### config.mk
export PLATFORM = sky130hd
export DESIGN_NAME = segci_sqrt_cell
export DESIGN_NICKNAME = d
export VERILOG_FILES = /design/src/hdl/segci_sqrt_cell.sv
export SDC_FILE = /design/constraint.sdc
export NUM_CORES = 1
export LEC_CHECK = 0
export BUFFER_PORTS_ARGS = -buffer_cell sky130_fd_sc_hd__buf_2
export CAP_MARGIN = 10
export CORE_ASPECT_RATIO = 1.25
export CORE_MARGIN = 2
export CORE_UTILIZATION = 54
export CTS_CLUSTER_SIZE = 28
export DETAILED_ROUTE_END_ITERATION = 7
export GPL_TIMING_DRIVEN = 0
export PLACE_DENSITY = 0.95
export SETUP_SLACK_MARGIN = 0.05
export SLEW_MARGIN = 20
export SYNTH_ARGS = -nofsm -noshare
export SYNTH_HDL_FRONTEND = slang
export SYNTH_SLANG_ARGS = --single-unit
### constraint.sdc
create_clock -name clock -period 5.59 [get_ports clock]
set_input_delay 0.2795 -clock clock [delete_from_list [all_inputs] [get_ports clock]]
set_output_delay 0.2795 -clock clock [all_outputs]
set_load 0.1 [all_outputs]
### src/hdl/segci_sqrt_cell.sv
// segci_sqrt_cell: one bit of the integer square root, one register stage
// depends on nothing; chained by segment_circle_intersect_top
`default_nettype none

module segci_sqrt_cell #(
   parameter int VW = 69,
   parameter int RW = 35,
   parameter int BIT = 0,
   parameter int SIDE_W = 1
) (
   input  logic              clock,
   input  logic              reset,
   input  logic              in_valid,
   input  logic [VW-1:0]     in_rem,
   input  logic [RW-1:0]     in_root,
   input  logic [SIDE_W-1:0] in_side,
   output logic              out_valid,
   output logic [VW-1:0]     out_rem,
   output logic [RW-1:0]     out_root,
   output logic [SIDE_W-1:0] out_side
);

   localparam int TW = VW + 2;

   logic              valid_ff;
   logic [VW-1:0]     rem_ff;
   logic [RW-1:0]     root_ff;
   logic [SIDE_W-1:0] side_ff;
   logic [TW-1:0]     trial, rem_e, diff;
   logic              take;

   assign trial = (TW'(in_root) << (BIT + 1)) | (TW'(1) << (2 * BIT));
   assign rem_e = TW'(in_rem);
   assign take  = rem_e >= trial;
   assign diff  = rem_e - trial;

   always_ff @(posedge clock) begin
      if (reset) begin
         valid_ff <= 1'b0;
      end else begin
         valid_ff <= in_valid;
      end
   end

   always_ff @(posedge clock) begin
      rem_ff  <= take ? diff[VW-1:0] : in_rem;
      root_ff <= take ? (in_root | (RW'(1) << BIT)) : in_root;
      side_ff <= in_side;
   end

   assign out_valid = valid_ff;
   assign out_rem   = rem_ff;
   assign out_root  = root_ff;
   assign out_side  = side_ff;

endmodule

`default_nettype wire

-- Yosys cells after proc, flatten, opt, wreduce, memory -nomap -nowiden
Cells that the tools add are included.
- word-level logic and storage cells: 8
- bits in registers: 106
- bits of input ports: 108
- output and inout bits: 106
- magnitude comparators: 1
- add/subtract/negate cells: 1
- multiplexer cells: 1
- operators by type and width (operator ; count):
    69-bit by 36-bit greater-or-equal comparator with 1-bit output ; 1
    69-bit 2-to-1 mux ; 1
    69-bit by 36-bit subtractor with 69-bit output ; 1

-- Logic depth before layout (Yosys ltp)
- depth in word-level cells: 2
- mapped depth: 13
- mapped depth without buffers: 11

-- Worst setup path after synthesis
Ideal clock, no wire load.
- path type: input -> register
- from: input in_root[3]
- to: register rem_ff[55] (netlist: out_rem[55])
- path slack: 2.932 ns
- arrival time: 2.524 ns
- library setup time: 0.134 ns
- stages on the path: 11
- data required time: 5.456 ns
- cell sequence: inv_1 ha_1 a21o_1 a31o_2 a221o_1 a22o_1 a211oi_2 o31a_2 nand3b_2 nor4_1 xor2_1
- cells in the longest elaborated chain, start to end: 2
- elaborated cells on any way between the ends: 3
- classes of those cells: add/sub: 1; order compare: 1; mux: 1
- ends and longest elaborated chain (element ; line ; text):
    from (decl) ; 15 ; input logic [RW-1:0] in_root,
    69-bit by 36-bit subtractor with 69-bit output or 69-bit by 36-bit greater-or-equal comparator with 1-bit output (tied branches) ; 35, 34 ;
    69-bit 2-to-1 mux * ; 46 ; rem_ff <= take ? diff[VW-1:0] : in_rem;
    to (signal assigned) ; 46 ;
    to (decl) ; 26 ; logic [VW-1:0] rem_ff;
Every way passes the cells marked *; elsewhere a longest branch is shown, timed or not.
A chain may end at the register's enable or synchronous reset.

-- Worst setup path after layout
- from: input in_rem[11]
- to: register rem_ff[56] (netlist: out_rem[56])
- cells in the longest elaborated chain, start to end: 2
- elaborated cells on any way between the ends: 3
- classes of those cells: add/sub: 1; order compare: 1; mux: 1
- ends and longest elaborated chain (element ; line ; text):
    from (decl) ; 14 ; input logic [VW-1:0] in_rem,
    69-bit by 36-bit subtractor with 69-bit output or 69-bit by 36-bit greater-or-equal comparator with 1-bit output (tied branches) ; 35, 34 ;
    69-bit 2-to-1 mux * ; 46 ;
Marks and branches as above.

==> impl_metrics.csv <==
group,metric,value,unit
global_route,grt_usage,28.68,%
sta,fmax,315.7,MHz
placement,place_inst,1007,
die,ios,214,
drt,via_count,5808,
sta,tightest_slew,0.5898,ns
power_and_ir_drop,p_leak,0.003398,µW
power_and_ir_drop,comb_power_share,40.7,%
clock_tree,cts_tree,"yes",
die,fp.dieW,95.69,µm
logic_synthesis,synth-adder-area-share,8.291,%
logic_synthesis,ys_types,66,
logic_synthesis,synth_flop_cell,"dfxtp_1",
power_and_ir_drop,pwr-share-seq,31.5,%
placement,io_buffer_count,212,
die,start_util,55.86,%
logic_synthesis,async_flop_share,0,%
clock_tree,ctsHoldBuffers,0,
clock_tree,clockBufferDepth,2,
power_and_ir_drop,p_sw,1200,µW
clock_tree,post_cts_buffers,0,
die,die_h,118.6,µm
power_and_ir_drop,finalPower,2739,µW
die,std_cell_rows,41,
sta,hold_violations,0,
logic_synthesis,synth-xor-area-share,10.03,%
drt,via_per_inst,5.683,
logic_synthesis,yosys.area_share.simple,21.61,%
worst_setup_path,crit_path_end,"out_rem[56]",
drt,ant_nets,0,
global_route,grt_pass1_vias,5608,
sta,report.final.setup_viol,0,
logic_synthesis,synth_top_family_by_area,"simple AND/OR/NAND/NOR gates",
logic_synthesis,syn_nets,811,
worst_hold_path,hold_class,"input pin to flop",
clock_tree,cts_htree_levels,3,
die,core,10160,µm²
logic_synthesis,netlist_area,5674,µm²
cells_and_area,fin_area,7253,µm²
clock_tree,root_buffer,"clkbuf_16",
drt,post_drt_wl_per_cell,16.29,µm
run_status,status,"finished clean",
worst_setup_path,critical_path_required,5.83,ns
worst_setup_path,critPathKind,"input pin to flop",
clock_tree,clock_sinks,106,
logic_synthesis,syn_inst,666,
clock_tree,clk_pin_slew,0.07,ns
sta,drv_slew,0,
logic_synthesis,synthMuxAreaShare,0.3969,%
logic_synthesis,synth-compound-area-share,17.57,%
die,die_area,11350,µm²
drt,drt_iter0_drc,260,
placement,place_congestion,0.9232,
cells_and_area,fillers,805,
sta,timing.slew.headroom,59.66,%
global_route,grt_antenna_before_repair,0,
run,cap_violations,0,
logic_synthesis,avgSynthCellArea,8.520,µm²
global_route,grt_pass1_wl,25700,µm
sta,layout_min_cycle_time,3.167,ns
cells_and_area,layout-drive-gt1-share,29.12,%
logic_synthesis,synth_edf_count,0,
clock_tree,cts_resized,0,
drt,drtPass1Iterations,7,
worst_setup_path,timing.critical_path.from,"in_rem[11]",
worst_setup_path,worstPathMaxFanout,8,
logic_synthesis,ys_seq_area_share,37.40,%
global_route,grt_max_degree,17,
placement,postPlaceCellArea,6897,µm²
placement,hpwlAfterDp,13110,µm
sta,period_share,56.66,%
cells_and_area,n_antenna_cell,0,
logic_synthesis,ys_ff_latch,106,
drt,wirelength,16640,µm
sta,whs,0.03650,ns
power_and_ir_drop,p_sw_share,43.83,%
clock_tree,cts_made_buffers,9,
sta,finalSetupTns,0,ns
cells_and_area,syn2layout_area_growth,27.83,%
global_route,overflow,0,
sta,rsz0062_at_grt,"false",
worst_setup_path,start_kind,"input pin",
power_and_ir_drop,power.share.clock,27.8,%
worst_setup_path,worstSetupEndpointType,"flop",
drt,drc,0,
cells_and_area,layoutNonFillerInstCount,1022,
power_and_ir_drop,p_int,1538,µW
cells_and_area,nNetsFinal,1034,
logic_synthesis,synth_warnings,0,
power_and_ir_drop,ir_drop,0.2845,mV
power_and_ir_drop,cellPowerDensity,377.6,nW/µm²
worst_setup_path,worstPathArrival,3.41,ns
cells in the final DEF (no fill, tap or decap), types with 5 or more instances in the layout:
cell type and count:
buf_2 217, dfxtp_1 106, nand2_1 70, o21ai_0 55, nor2_1 45, a21oi_1 42, inv_1 41, ha_1 36
xnor2_1 35, xor2_1 30, clkbuf_1 18, nand4_1 17, a21o_1 17, nor3_1 16, nand3_1 16, nor4_1 10
nand2b_1 9, clkbuf_16 9, a31oi_1 7, nor2b_1 7, o21bai_1 6, and3_1 5
cell type report:
| type | count | area (µm²) | share of cell area (%) |
|---|---|---|---|
| clock buffers | 10 | 229.0 | 3.157 |
| multi-input cells | 494 | 3286 | 45.30 |
| well taps | 129 | 161.4 | 2.225 |
| flip-flops and latches | 106 | 2122 | 29.26 |
| clock inverters | 5 | 127.6 | 1.760 |
| plain buffers | 25 | 112.6 | 1.553 |
| inverters | 41 | 153.9 | 2.122 |
| repair buffers | 212 | 1061 | 14.63 |
cell usage after synthesis, drive strengths merged, types with 9 or more instances:
cell / n / area share (%)
clkbuf: 18 / 1.2
nand2: 70 / 4.6
inv: 41 / 2.7
a21oi: 42 / 3.7
nor3: 19 / 2.2
nor2: 46 / 3.1
xnor2: 35 / 5.4
o21ai: 58 / 5.1
nand4: 17 / 1.9
a21o: 17 / 2.2
xor2: 30 / 4.6
nand3: 17 / 1.6
nor4: 11 / 1.5
dfxtp: 106 / 37
ha: 36 / 7.9
nand2b: 9 / 0.99
critical path, cell delays in order:
cell       delay, ns
buf_2           0.11
ha_1            0.29
clkbuf_1        0.18
a21o_1          0.26
a2111oi_0       0.55
o21ai_0         0.28
nor3_1          0.33
or4_1           0.22
a21boi_0        0.18
nor4_4          0.41
nand3_1         0.16
xnor2_1         0.16
power groups by stage:
stage	Clock, µW	Sequential [µW]	Combinational, µW
floorplan	0	1520	256
global placement	0	877	1090
detailed placement	0	879	1100
CTS	764	863	1110
global route	795	871	1160
finish	761	863	1110
per-stage QoR:
step	setup slack [ns]	util, %
CTS	2.703	71.41
global route	2.371	71.41
detailed placement	2.342	67.90
finish	2.423	71.41
global placement	2.350	67.90
floorplan	2.932	-
layer usage:
layer  vias up  share of wire [%]  global-route usage, %
li1       2766                  -                      -
met1      2690                 36                  30.28
met2       295                 52                  53.32
met3        57                8.1                  5.354
met4         0                3.8                  12.68
met5         -                  0                      0
cell families after synthesis:
group           count (synthesis)
fa+ha+maj                      37
simple gates                  230
buf+inv                        66
xor+xnor                       65
compound gates                160
mux                             2
flops                         106
flip-flops by register name (all words and copies together) (netlist names):
register   cells
out_side       1
out_root      35
out_rem       69
out_valid      1
how the worst min path moves through the flow:
stage	startpoint	slack, ns	cells past startpoint	endpoint
floorplan	in_root[10]	0.31	0	out_root[10]
global placement	in_side	0.39	1	out_side
detailed placement	in_side	0.39	1	out_side
CTS	in_side	0.03	1	out_side
global route	in_side	0.03	1	out_side
finish	in_side	0.04	1	out_side
No activity file was read; power rests on OpenSTA's default activity.
